==> src/smpq_pkg.sv <==
// ----------------------------------------------------------------------------
// smpq_pkg: shared types and codes for the stable max priority queue
// Command and status codes, sequencer states and the result bundle that
// travels from the sequencer to the output stage.
// ----------------------------------------------------------------------------
`default_nettype none

package smpq_pkg;

    // field widths of one item
    localparam int unsigned CMD_W   = 2;
    localparam int unsigned VALUE_W = 32;
    localparam int unsigned RANK_W  = 16;
    localparam int unsigned STAT_W  = 2;
    localparam int unsigned OCC_W   = 4;
    localparam int unsigned SLOT_W  = VALUE_W + RANK_W;

    // request commands
    localparam logic [CMD_W-1:0] CMD_ENQ  = 2'd0;
    localparam logic [CMD_W-1:0] CMD_DEQ  = 2'd1;
    localparam logic [CMD_W-1:0] CMD_PEEK = 2'd2;

    // result status codes
    localparam logic [STAT_W-1:0] STAT_OK    = 2'd0;
    localparam logic [STAT_W-1:0] STAT_FULL  = 2'd1;
    localparam logic [STAT_W-1:0] STAT_EMPTY = 2'd2;

    // sequencer states
    typedef enum logic [2:0] {
        ST_IDLE,
        ST_PEEK,
        ST_SCAN,
        ST_SHIFT_RD,
        ST_SHIFT_WR,
        ST_DONE
    } state_t;

    // one finished result
    typedef struct packed {
        logic [STAT_W-1:0]         status;
        logic signed [VALUE_W-1:0] value;
        logic signed [RANK_W-1:0]  rank;
        logic [OCC_W-1:0]          occupancy;
    } result_t;

endpackage

`default_nettype wire

==> src/smpq_ram.sv <==
// ----------------------------------------------------------------------------
// smpq_ram: slot storage
// One write port, one read port with registered read data. Contents are
// undefined until written.
// ----------------------------------------------------------------------------
`default_nettype none

module smpq_ram #(
    parameter int unsigned DEPTH = 8,
    parameter int unsigned AW    = 3,
    parameter int unsigned DW    = 48
) (
    input  wire logic          aclk,
    input  wire logic          we,
    input  wire logic [AW-1:0] waddr,
    input  wire logic [DW-1:0] wdata,
    input  wire logic [AW-1:0] raddr,
    output logic      [DW-1:0] rdata
);

    logic [DW-1:0] mem [DEPTH];

    // write port
    always_ff @(posedge aclk) begin
        if (we) begin
            mem[waddr] <= wdata;
        end
    end

    // registered read port
    always_ff @(posedge aclk) begin
        rdata <= mem[raddr];
    end

endmodule

`default_nettype wire

==> src/smpq_seq.sv <==
// ----------------------------------------------------------------------------
// smpq_seq: request sequencer
// Holds the entry count and walks the slot memory: a scan that reads one
// entry per cycle, with one shared signed rank compare, finds the oldest
// maximum, then a read/write loop closes the gap behind the removed entry.
// ----------------------------------------------------------------------------
`default_nettype none

module smpq_seq #(
    parameter int unsigned CAPACITY = 8
) (
    input  wire logic                                  aclk,
    input  wire logic                                  aresetn,
    // request side
    input  wire logic                                  req_valid,
    output logic                                       req_ready,
    input  wire logic [smpq_pkg::CMD_W-1:0]            req_command,
    input  wire logic signed [smpq_pkg::VALUE_W-1:0]   req_value,
    input  wire logic signed [smpq_pkg::RANK_W-1:0]    req_rank,
    // result side
    output logic                                       res_valid,
    input  wire logic                                  res_ready,
    output smpq_pkg::result_t                          res
);

    localparam int unsigned CW = $clog2(CAPACITY + 1);
    localparam int unsigned IW = (CAPACITY > 1) ? $clog2(CAPACITY) : 1;
    localparam logic [CW-1:0] CAP_C = CW'(CAPACITY);

    smpq_pkg::state_t state_reg, state_next;
    logic [CW-1:0] count_reg, count_next;
    logic [CW-1:0] idx_reg, idx_next;
    logic signed [smpq_pkg::RANK_W-1:0]  best_rank_reg, best_rank_next;
    logic signed [smpq_pkg::VALUE_W-1:0] best_value_reg, best_value_next;
    logic [CW-1:0] best_idx_reg, best_idx_next;
    logic [smpq_pkg::STAT_W-1:0]         stat_reg, stat_next;
    logic signed [smpq_pkg::VALUE_W-1:0] rvalue_reg, rvalue_next;
    logic signed [smpq_pkg::RANK_W-1:0]  rrank_reg, rrank_next;

    logic                          we;
    logic [IW-1:0]                 waddr;
    logic [smpq_pkg::SLOT_W-1:0]   wdata;
    logic [IW-1:0]                 raddr;
    logic [smpq_pkg::SLOT_W-1:0]   rdata;
    logic signed [smpq_pkg::VALUE_W-1:0] rd_value;
    logic signed [smpq_pkg::RANK_W-1:0]  rd_rank;
    logic [CW-1:0]                 idx_plus1;
    logic                          rank_gt;
    logic [CW+3:0]                 occ_ext;

    smpq_ram #(
        .DEPTH (CAPACITY),
        .AW    (IW),
        .DW    (smpq_pkg::SLOT_W)
    ) u_ram (
        .aclk  (aclk),
        .we    (we),
        .waddr (waddr),
        .wdata (wdata),
        .raddr (raddr),
        .rdata (rdata)
    );

    // slot layout: rank in the upper bits, value in the lower
    assign rd_value  = rdata[smpq_pkg::VALUE_W-1:0];
    assign rd_rank   = rdata[smpq_pkg::SLOT_W-1:smpq_pkg::VALUE_W];
    assign idx_plus1 = idx_reg + 1'b1;

    // shared compare unit
    assign rank_gt = rd_rank > best_rank_reg;

    // result bundle
    assign occ_ext       = {4'b0000, count_reg};
    assign res.status    = stat_reg;
    assign res.value     = rvalue_reg;
    assign res.rank      = rrank_reg;
    assign res.occupancy = occ_ext[smpq_pkg::OCC_W-1:0];
    assign res_valid     = (state_reg == smpq_pkg::ST_DONE);
    assign req_ready     = (state_reg == smpq_pkg::ST_IDLE);

    // state and control registers
    always_ff @(posedge aclk) begin
        if (!aresetn) begin
            state_reg <= smpq_pkg::ST_IDLE;
            count_reg <= '0;
        end else begin
            state_reg <= state_next;
            count_reg <= count_next;
        end
    end

    // working registers
    always_ff @(posedge aclk) begin
        idx_reg        <= idx_next;
        best_rank_reg  <= best_rank_next;
        best_value_reg <= best_value_next;
        best_idx_reg   <= best_idx_next;
        stat_reg       <= stat_next;
        rvalue_reg     <= rvalue_next;
        rrank_reg      <= rrank_next;
    end

    // next state and memory control
    always_comb begin
        state_next      = state_reg;
        count_next      = count_reg;
        idx_next        = idx_reg;
        best_rank_next  = best_rank_reg;
        best_value_next = best_value_reg;
        best_idx_next   = best_idx_reg;
        stat_next       = stat_reg;
        rvalue_next     = rvalue_reg;
        rrank_next      = rrank_reg;
        we              = 1'b0;
        waddr           = idx_reg[IW-1:0];
        wdata           = rdata;
        raddr           = '0;

        unique case (state_reg)
            smpq_pkg::ST_IDLE: begin
                // slot 0 is read while idle, for peek and the first scan step
                raddr = '0;
                if (req_valid) begin
                    stat_next   = smpq_pkg::STAT_OK;
                    rvalue_next = '0;
                    rrank_next  = '0;
                    idx_next    = '0;
                    state_next  = smpq_pkg::ST_DONE;
                    if (req_command == smpq_pkg::CMD_ENQ) begin
                        if (count_reg == CAP_C) begin
                            stat_next = smpq_pkg::STAT_FULL;
                        end else begin
                            we         = 1'b1;
                            waddr      = count_reg[IW-1:0];
                            wdata      = {req_rank, req_value};
                            count_next = count_reg + 1'b1;
                        end
                    end else if (req_command == smpq_pkg::CMD_DEQ) begin
                        if (count_reg == '0) begin
                            stat_next = smpq_pkg::STAT_EMPTY;
                        end else begin
                            state_next = smpq_pkg::ST_SCAN;
                        end
                    end else if (req_command == smpq_pkg::CMD_PEEK) begin
                        if (count_reg == '0) begin
                            stat_next = smpq_pkg::STAT_EMPTY;
                        end else begin
                            state_next = smpq_pkg::ST_PEEK;
                        end
                    end
                end
            end

            smpq_pkg::ST_PEEK: begin
                rvalue_next = rd_value;
                rrank_next  = rd_rank;
                state_next  = smpq_pkg::ST_DONE;
            end

            // rdata holds slot idx_reg; strict greater keeps the oldest max
            smpq_pkg::ST_SCAN: begin
                raddr = idx_plus1[IW-1:0];
                if (idx_reg == '0 || rank_gt) begin
                    best_rank_next  = rd_rank;
                    best_value_next = rd_value;
                    best_idx_next   = idx_reg;
                end
                if (idx_plus1 == count_reg) begin
                    idx_next   = (idx_reg == '0 || rank_gt) ? idx_reg : best_idx_reg;
                    state_next = smpq_pkg::ST_SHIFT_RD;
                end else begin
                    idx_next = idx_plus1;
                end
            end

            // move slot idx+1 down to idx until the young end is reached
            smpq_pkg::ST_SHIFT_RD: begin
                if (idx_plus1 < count_reg) begin
                    raddr      = idx_plus1[IW-1:0];
                    state_next = smpq_pkg::ST_SHIFT_WR;
                end else begin
                    count_next  = count_reg - 1'b1;
                    rvalue_next = best_value_reg;
                    rrank_next  = best_rank_reg;
                    state_next  = smpq_pkg::ST_DONE;
                end
            end

            smpq_pkg::ST_SHIFT_WR: begin
                we         = 1'b1;
                waddr      = idx_reg[IW-1:0];
                wdata      = rdata;
                idx_next   = idx_plus1;
                state_next = smpq_pkg::ST_SHIFT_RD;
            end

            smpq_pkg::ST_DONE: begin
                if (res_ready) begin
                    state_next = smpq_pkg::ST_IDLE;
                end
            end

            default: begin
                state_next = smpq_pkg::ST_IDLE;
            end
        endcase
    end

endmodule

`default_nettype wire

==> src/stable_max_priority_queue_core.sv <==
// ----------------------------------------------------------------------------
// stable_max_priority_queue_core: bounded max priority queue, stable order
// Each input item is one request (enqueue, dequeue highest rank, peek
// oldest); each request gives exactly one result item.
//
// Input channel s_*: tuser carries the command, tdata the value and rank.
// Result channel m_*: tuser carries the status, tdata the returned value,
// rank and the entry count after the request.
// Enqueue, empty and unknown requests go straight to the result; a peek
// first reads slot 0; a dequeue scans all n stored entries and then moves
// each entry behind the removed slot b down by one, n-1-b moves in all.
// The dequeue scan reads the slot memory one entry per cycle through its
// single read port, and closing the gap takes a read and a write per moved
// entry. One request is worked on at a time; s_tready is high only while
// the sequencer is idle, including while a finished result waits in the
// output register. A stalled receiver holds the result in that register.
// After reset the queue is empty and m_tvalid is low; no clearing pass.
// ----------------------------------------------------------------------------
`default_nettype none

module stable_max_priority_queue_core #(
    parameter int unsigned CAPACITY = 8
) (
    input  wire logic        aclk,
    input  wire logic        aresetn,
    // request items
    input  wire logic        s_tvalid,
    output logic             s_tready,
    input  wire logic [47:0] s_tdata,   // [31:0] item_value, [47:32] item_rank
    input  wire logic [1:0]  s_tuser,   // [1:0] command
    // result items
    output logic             m_tvalid,
    input  wire logic        m_tready,
    output logic [55:0]      m_tdata,   // [31:0] out_value, [47:32] out_rank,
                                        // [51:48] occupancy, [55:52] zero
    output logic [1:0]       m_tuser    // [1:0] status
);

    logic              res_valid;
    logic              res_ready;
    smpq_pkg::result_t res;
    logic              m_tvalid_reg;
    logic [55:0]       m_tdata_reg;
    logic [1:0]        m_tuser_reg;

    smpq_seq #(
        .CAPACITY (CAPACITY)
    ) u_seq (
        .aclk        (aclk),
        .aresetn     (aresetn),
        .req_valid   (s_tvalid),
        .req_ready   (s_tready),
        .req_command (s_tuser),
        .req_value   (s_tdata[31:0]),
        .req_rank    (s_tdata[47:32]),
        .res_valid   (res_valid),
        .res_ready   (res_ready),
        .res         (res)
    );

    // output register: loads when empty or being drained
    assign res_ready = !m_tvalid_reg || m_tready;

    always_ff @(posedge aclk) begin
        if (!aresetn) begin
            m_tvalid_reg <= 1'b0;
        end else if (res_ready) begin
            m_tvalid_reg <= res_valid;
        end
    end

    always_ff @(posedge aclk) begin
        if (res_ready && res_valid) begin
            m_tdata_reg <= {4'b0000, res.occupancy, res.rank, res.value};
            m_tuser_reg <= res.status;
        end
    end

    assign m_tvalid = m_tvalid_reg;
    assign m_tdata  = m_tdata_reg;
    assign m_tuser  = m_tuser_reg;

endmodule

`default_nettype wire

==> config.mk <==
export PLATFORM = sky130hd
export DESIGN_NAME = stable_max_priority_queue_core
export DESIGN_NICKNAME = d
export VERILOG_FILES = /design/src/smpq_pkg.sv /design/src/smpq_ram.sv /design/src/smpq_seq.sv /design/src/stable_max_priority_queue_core.sv
export SDC_FILE = /design/constraint.sdc
export NUM_CORES = 1
export LEC_CHECK = 0
export BUFFER_PORTS_ARGS = -buffer_cell sky130_fd_sc_hd__buf_4
export CAP_MARGIN = 20
export CORE_ASPECT_RATIO = 1.5
export CORE_MARGIN = 2
export CORE_UTILIZATION = 61
export DETAILED_ROUTE_END_ITERATION = 8
export HOLD_SLACK_MARGIN = 0.02
export MAX_ROUTING_LAYER = met4
export PLACE_DENSITY = 0.79
export SETUP_SLACK_MARGIN = 0.4
export SLEW_MARGIN = 20
export SYNTH_ARGS = -nofsm -noshare
export SYNTH_HDL_FRONTEND = slang
export SYNTH_SLANG_ARGS = --single-unit
==> constraint.sdc <==
create_clock -name aclk -period 7.7 [get_ports aclk]
set_clock_uncertainty 0.2 [all_clocks]
set_input_delay 1.155 -clock aclk [delete_from_list [all_inputs] [get_ports aclk]]
set_output_delay 1.155 -clock aclk [all_outputs]
set_load 0.02 [all_outputs]
## Word-level counts from Yosys, hierarchy flattened

Memory sizes are Yosys's and may differ from the RTL's. A register that Yosys moved wholly into a read port is not among the register bits.
Index checks and enable logic that the tools add are counted.

- Bits in registers: 168
- Memory bits (writable): 384
- Input bits: 54
- Logic and storage cells: 96
- Memories: 1

Memories:

| name | depth | bits a word | rd ports | clocked after Yosys merged registers in | wr ports | RTL line | text |
|---|---|---|---|---|---|---|---|
| u_seq.u_ram.mem | 8 | 48 | 1 | 1 | 1 | smpq_ram.sv:21 | `logic [DW-1:0] mem [DEPTH];` |

- $add $sub $neg: 3
- Order comparisons: 2
- Eq/ne operators: 15
- Mux-type cells: 46
- Reductions and logical operators: 17

Operators with widths:

| kind | number |
|---|---|
| $mux 48 | 4 |
| $pmux 32 s3 | 1 |
| $mux 32 | 2 |
| $pmux 16 s3 | 1 |
| $mux 3 | 13 |
| $mux 16 | 2 |
| $mux 4 | 7 |
| $pmux 3 s6 | 1 |
| $gt 16x16->1 | 1 |
| $pmux 4 s3 | 1 |
| $add 4x1->4 const B | 2 |
| $logic_not 4->1 | 2 |
| $mux 2 | 4 |
| $pmux 4 s2 | 1 |
| $mux 1 | 7 |
| $eq 3x2->1 const B | 2 |
| $eq 3x3->1 const B | 2 |
| $ne 2x1->1 const B | 3 |
| $ne 2x2->1 const B | 3 |
| $pmux 3 s2 | 1 |
| $reduce_and 2->1 | 3 |
| $reduce_and 3->1 | 2 |
| $reduce_bool 3->1 | 2 |
| $reduce_and 5->1 | 1 |
| 14 further kinds | 15 |

## Depth between registers and ports, before layout

- Word-level depth: 7
- Depth in mapped cells: 13
- Mapped depth without buffers: 11

## Hierarchy

From an unflattened synthesis, not the netlist that was laid out.

- Cell total of the unflattened synthesis: 1209
- Area, all modules: 23062.1 um2

Modules (own cells, without submodules):

| module | instances | cells each | area each (um2) | seq. area each (um2) |
|---|---|---|---|---|
| smpq_ram | 1 | 616 | 15620.0 | 12492.0 |
| smpq_seq | 1 | 529 | 5729.2 | 3323.2 |
| stable_max_priority_queue_core | 1 | 64 | 1712.9 | 1641.6 |

## Least setup slack after synthesis

Ideal clock, no wire load.

- Path kind: input port to flip-flop
- From: input s_tvalid
- To: memory u_seq.u_ram.mem[0][0], enable pin
- Setup time: 513 ps
- Data arrival time: 5547 ps
- Setup slack: 1440 ps
- Stages: 7
- Path buffers: 1
- Cell sequence: and2_1 -> nor3b_2 -> nand2_1 -> buf_2 -> o22ai_1 -> nand2_1 -> nor3_1

- Longest elaborated chain between the ends: 4

Ends and longest elaborated chain:

| item | RTL line | text |
|---|---|---|
| start: declaration | stable_max_priority_queue_core.sv:27 | `input wire logic s_tvalid,` |
| $mux 1 | smpq_seq.sv:123 | `if (req_valid) begin` |
| $pmux 1 s2 | smpq_seq.sv:119 | `unique case (state_reg)` |
| $mux 1 | smpq_ram.sv:25 | `if (we) begin` |
| $mux 1 (not written as such) | smpq_ram.sv:26 | `mem[waddr] <= wdata;` |
| end: declaration | smpq_ram.sv:21 |  |

Several ways; a longest one is shown, not always the timed one.

## Final worst setup path

- From: register u_seq.idx_reg[0]
- To: register u_seq.u_ram.rdata[3] (read register of u_seq.u_ram.mem)

- Longest elaborated chain between the ends: 4

Ends and longest elaborated chain:

| item | RTL line | text |
|---|---|---|
| start: declaration | smpq_seq.sv:32 | `logic [CW-1:0] idx_reg, idx_next;` |
| start signal: assignment | smpq_seq.sv:94 | `idx_reg <= idx_next;` |
| $add 4x1->4 (*) | smpq_seq.sv:67 | `assign idx_plus1 = idx_reg + 1'b1;` |
| $lt 4x4->1 | smpq_seq.sv:178 | `if (idx_plus1 < count_reg) begin` |
| $mux 3 | smpq_seq.sv:178 |  |
| $pmux 3 s2 (*) | smpq_seq.sv:119 |  |
| end: declaration | smpq_ram.sv:18 | `output logic [DW-1:0] rdata` |

Mark *: on every way between the ends. The rest lies on a longest branch, timed or not.
A chain may end at the register's enable or synchronous reset.

==> results.json <==
{
  "htree_num_levels": 2,
  "p_leak_nw": 9.45,
  "dieArea_um2": 40000,
  "dr.first_iter.drc_count": 1277,
  "critPathCaptureType": "flop",
  "finalWorstSetupSlack_ns": 2.29,
  "cts_num_sinks": 600,
  "ys_seq_area_share_pct": 74.6,
  "dp_slack_ns": 2.34,
  "rsz0062_at_grt": "no",
  "cts.repair.resized": 0,
  "grt_use_total_pct": 25.4,
  "dr.pass1.iters": 5,
  "yosysTopAreaCell": "edfxtp_1",
  "fp.dieW_um": 164,
  "clockRootBuffer": "clkbuf_16",
  "critical_path_arrival_ns": 5.68,
  "fmax_ghz": 0.185,
  "finalSetupTns_ns": 0,
  "synthFlopType": "edfxtp_1",
  "hold_viol": 0,
  "core_um2": 37700,
  "clk_path_buf_depth": 3,
  "worst-path-max-fanout": 98,
  "hp-class": "reg2reg",
  "required_ns": 7.97,
  "synth_edf_count": 544,
  "syn_inst": 1418,
  "ys_types": 51,
  "synthToLayoutAreaGrowth_pct": 13.2,
  "worstPathCellList": "buf_4, inv_1, ha_2, ha_1, nor2b_1, o21a_1, o21a_1, o21ai_4, buf_4, nand3_4, buf_16, mux2i_1, a221oi_1",
  "die_h_um": 244,
  "hpwlAfterDp_mm": 26.0,
  "synth.avg_cell_area_um2": 16.5,
  "synth.top_cell.area_share_pct": 69.8,
  "insertion_delay_ns": 0.58,
  "antenna_found_initial": 0,
  "final_cell_mix": "edfxtp_1, mux2i_1, buf_4",
  "largest_reg_flops": 384,
  "powerDensity_nw_per_um2": 351,
  "maxCapViolations": 0,
  "critical_path_class": "reg2reg",
  "numCtsBuffers": 51,
  "grt_max_degree": 99,
  "num_rows": 87,
  "finalWeightedCongestion": 0.813,
  "vias": 13200,
  "post_cts_buffers": 0,
  "clk_pin_slew_ns": 0.07,
  "worstMarginPinSlew_ns": 1.13,
  "slew_viol_final": 0,
  "cts_hold_buf": 0,
  "avgRoutedWirePerCell_um": 24.1,
  "fill_cells": 2374,
  "io_buffer_count": 109,
  "synth_warnings": 0,
  "io_pins": 114,
  "critical-path-max-stage-delay_ns": 0.82,
  "peakVddDrop_mv": 0.269,
  "finalCritPeriodShare_pct": 70.3,
  "drive_gt1_share_pct": 18.8,
  "synth_area_leaders": "edfxtp_1, mux2i_1, dfxtp_1",
  "antenna_left": 0,
  "cts_tree": "done",
  "cp_slowest_cell": "buf_4",
  "final-setup-viol-count": 0,
  "routed_wl_mm": 49.1,
  "grt_pass1_vias": 13500,
  "finalCriticalPeriod_ns": 5.41,
  "nNetsFinal": 1590,
  "vias_per_cell": 6.46,
  "start_kind": "flop",
  "grt-ovfl-total": 0,
  "ys_ff_latch": 600,
  "outcome": "complete, no violations",
  "maxSlewHeadroom_pct": 24.6,
  "drc_errors": 0,
  "synthArstFlopShare_pct": 0,
  "diodes": 0,
  "syn-cell-area_um2": 23400,
  "start_util_pct": 62.1,
  "layout_commonest_cell": "edfxtp_1",
  "grt_pass1_wl_mm": 74.7
}
## power breakdown
group	internal [W]	switching (W)	total, W
logic	0.000670	0.00145	0.00212
registers	0.00435	0.000220	0.00457
clock network	0.00151	0.00110	0.00261
total	0.00652	0.00277	0.00929
## synthesized netlist by cell type (2+ instances only)
cell and number:
a21boi_0 3, a21o_1 4, a21oi_1 61, a221oi_1 48, a22o_1 51, a22oi_1 2
a32oi_1 48, and2_1 5, and3_1 2, buf_1 17, buf_2 8, buf_4 5
clkbuf_1 66, dfxtp_1 56, edfxtp_1 544, ha_1 24, inv_1 73, mux2_2 51
mux2i_1 145, nand2_1 24, nand2b_1 2, nand3_1 9, nand4_1 5, nor2_1 64
nor2b_1 6, nor3_1 8, o2111ai_1 48, o211ai_1 4, o21a_1 2, o21ai_0 7
o31ai_1 2, xnor2_1 4, xor2_1 2
## worst max-delay path: cells and delay by family, from the launching register on
family,cells,cell delay (ns)
AOI/OAI and AO/OA,4,0.86
buffers and inverters,4,2.28
and+or+nand+nor,2,0.70
DFF,1,0.35
muxes,1,0.17
adders and majority gates,2,0.64
## cell families after synthesis
kind of cell | synth area share (%)
other cells | 0.0160
fa+ha+maj | 1.37
flops | 74.6
xor+xnor | 0.225
buf+inv | 2.88
compound gates | 9.64
mux | 8.72
simple gates | 2.51
## metrics by stage
stage          power, W  instance area [µm²]  hold slack, ns  std cells  utilization, %
6_report        0.00929                26500           0.218       2041            70.3
5_1_grt         0.00963                26500           0.223       2041            70.3
4_1_cts         0.00930                26500           0.215       2041            70.3
3_5_place_dp    0.00671                24800           0.205       1947            65.8
3_3_place_gp    0.00660                24700           0.201       1946            65.7
2_1_floorplan   0.00602                23400           0.200       1421               -
## area by class of cell
type | count | area [µm²] | share of cell area, %
clock inverter | 18 | 223 | 0.841
sequential | 600 | 17500 | 65.9
inverter | 73 | 274 | 1.03
tap | 489 | 612 | 2.31
timing repair buffer | 134 | 1030 | 3.87
multi-input combinational | 651 | 5400 | 20.4
clock buffer | 76 | 1490 | 5.63
## worst paths after layout
path                       startpoint              endpoint  slack [ns]  depth (start not counted)
setup / recovery     u_seq.idx_reg[0]  u_seq.u_ram.rdata[3]        2.29                         13
hold reg to reg   u_seq.rvalue_reg[0]            m_tdata[0]        0.22                          0
setup reg to reg     u_seq.idx_reg[0]  u_seq.u_ram.rdata[3]        2.29                         13
hold / removal    u_seq.rvalue_reg[0]            m_tdata[0]        0.22                          0
## metal layers
metal	part of all wire, %	vias up	track usage, %
met5	0	-	-
met4	3.4	0	10.5
met1	38	6753	30.7
met3	6.1	111	3.46
li1	-	5786	-
met2	53	538	42.9
Note: power is estimated with default switching activity, not from simulation.
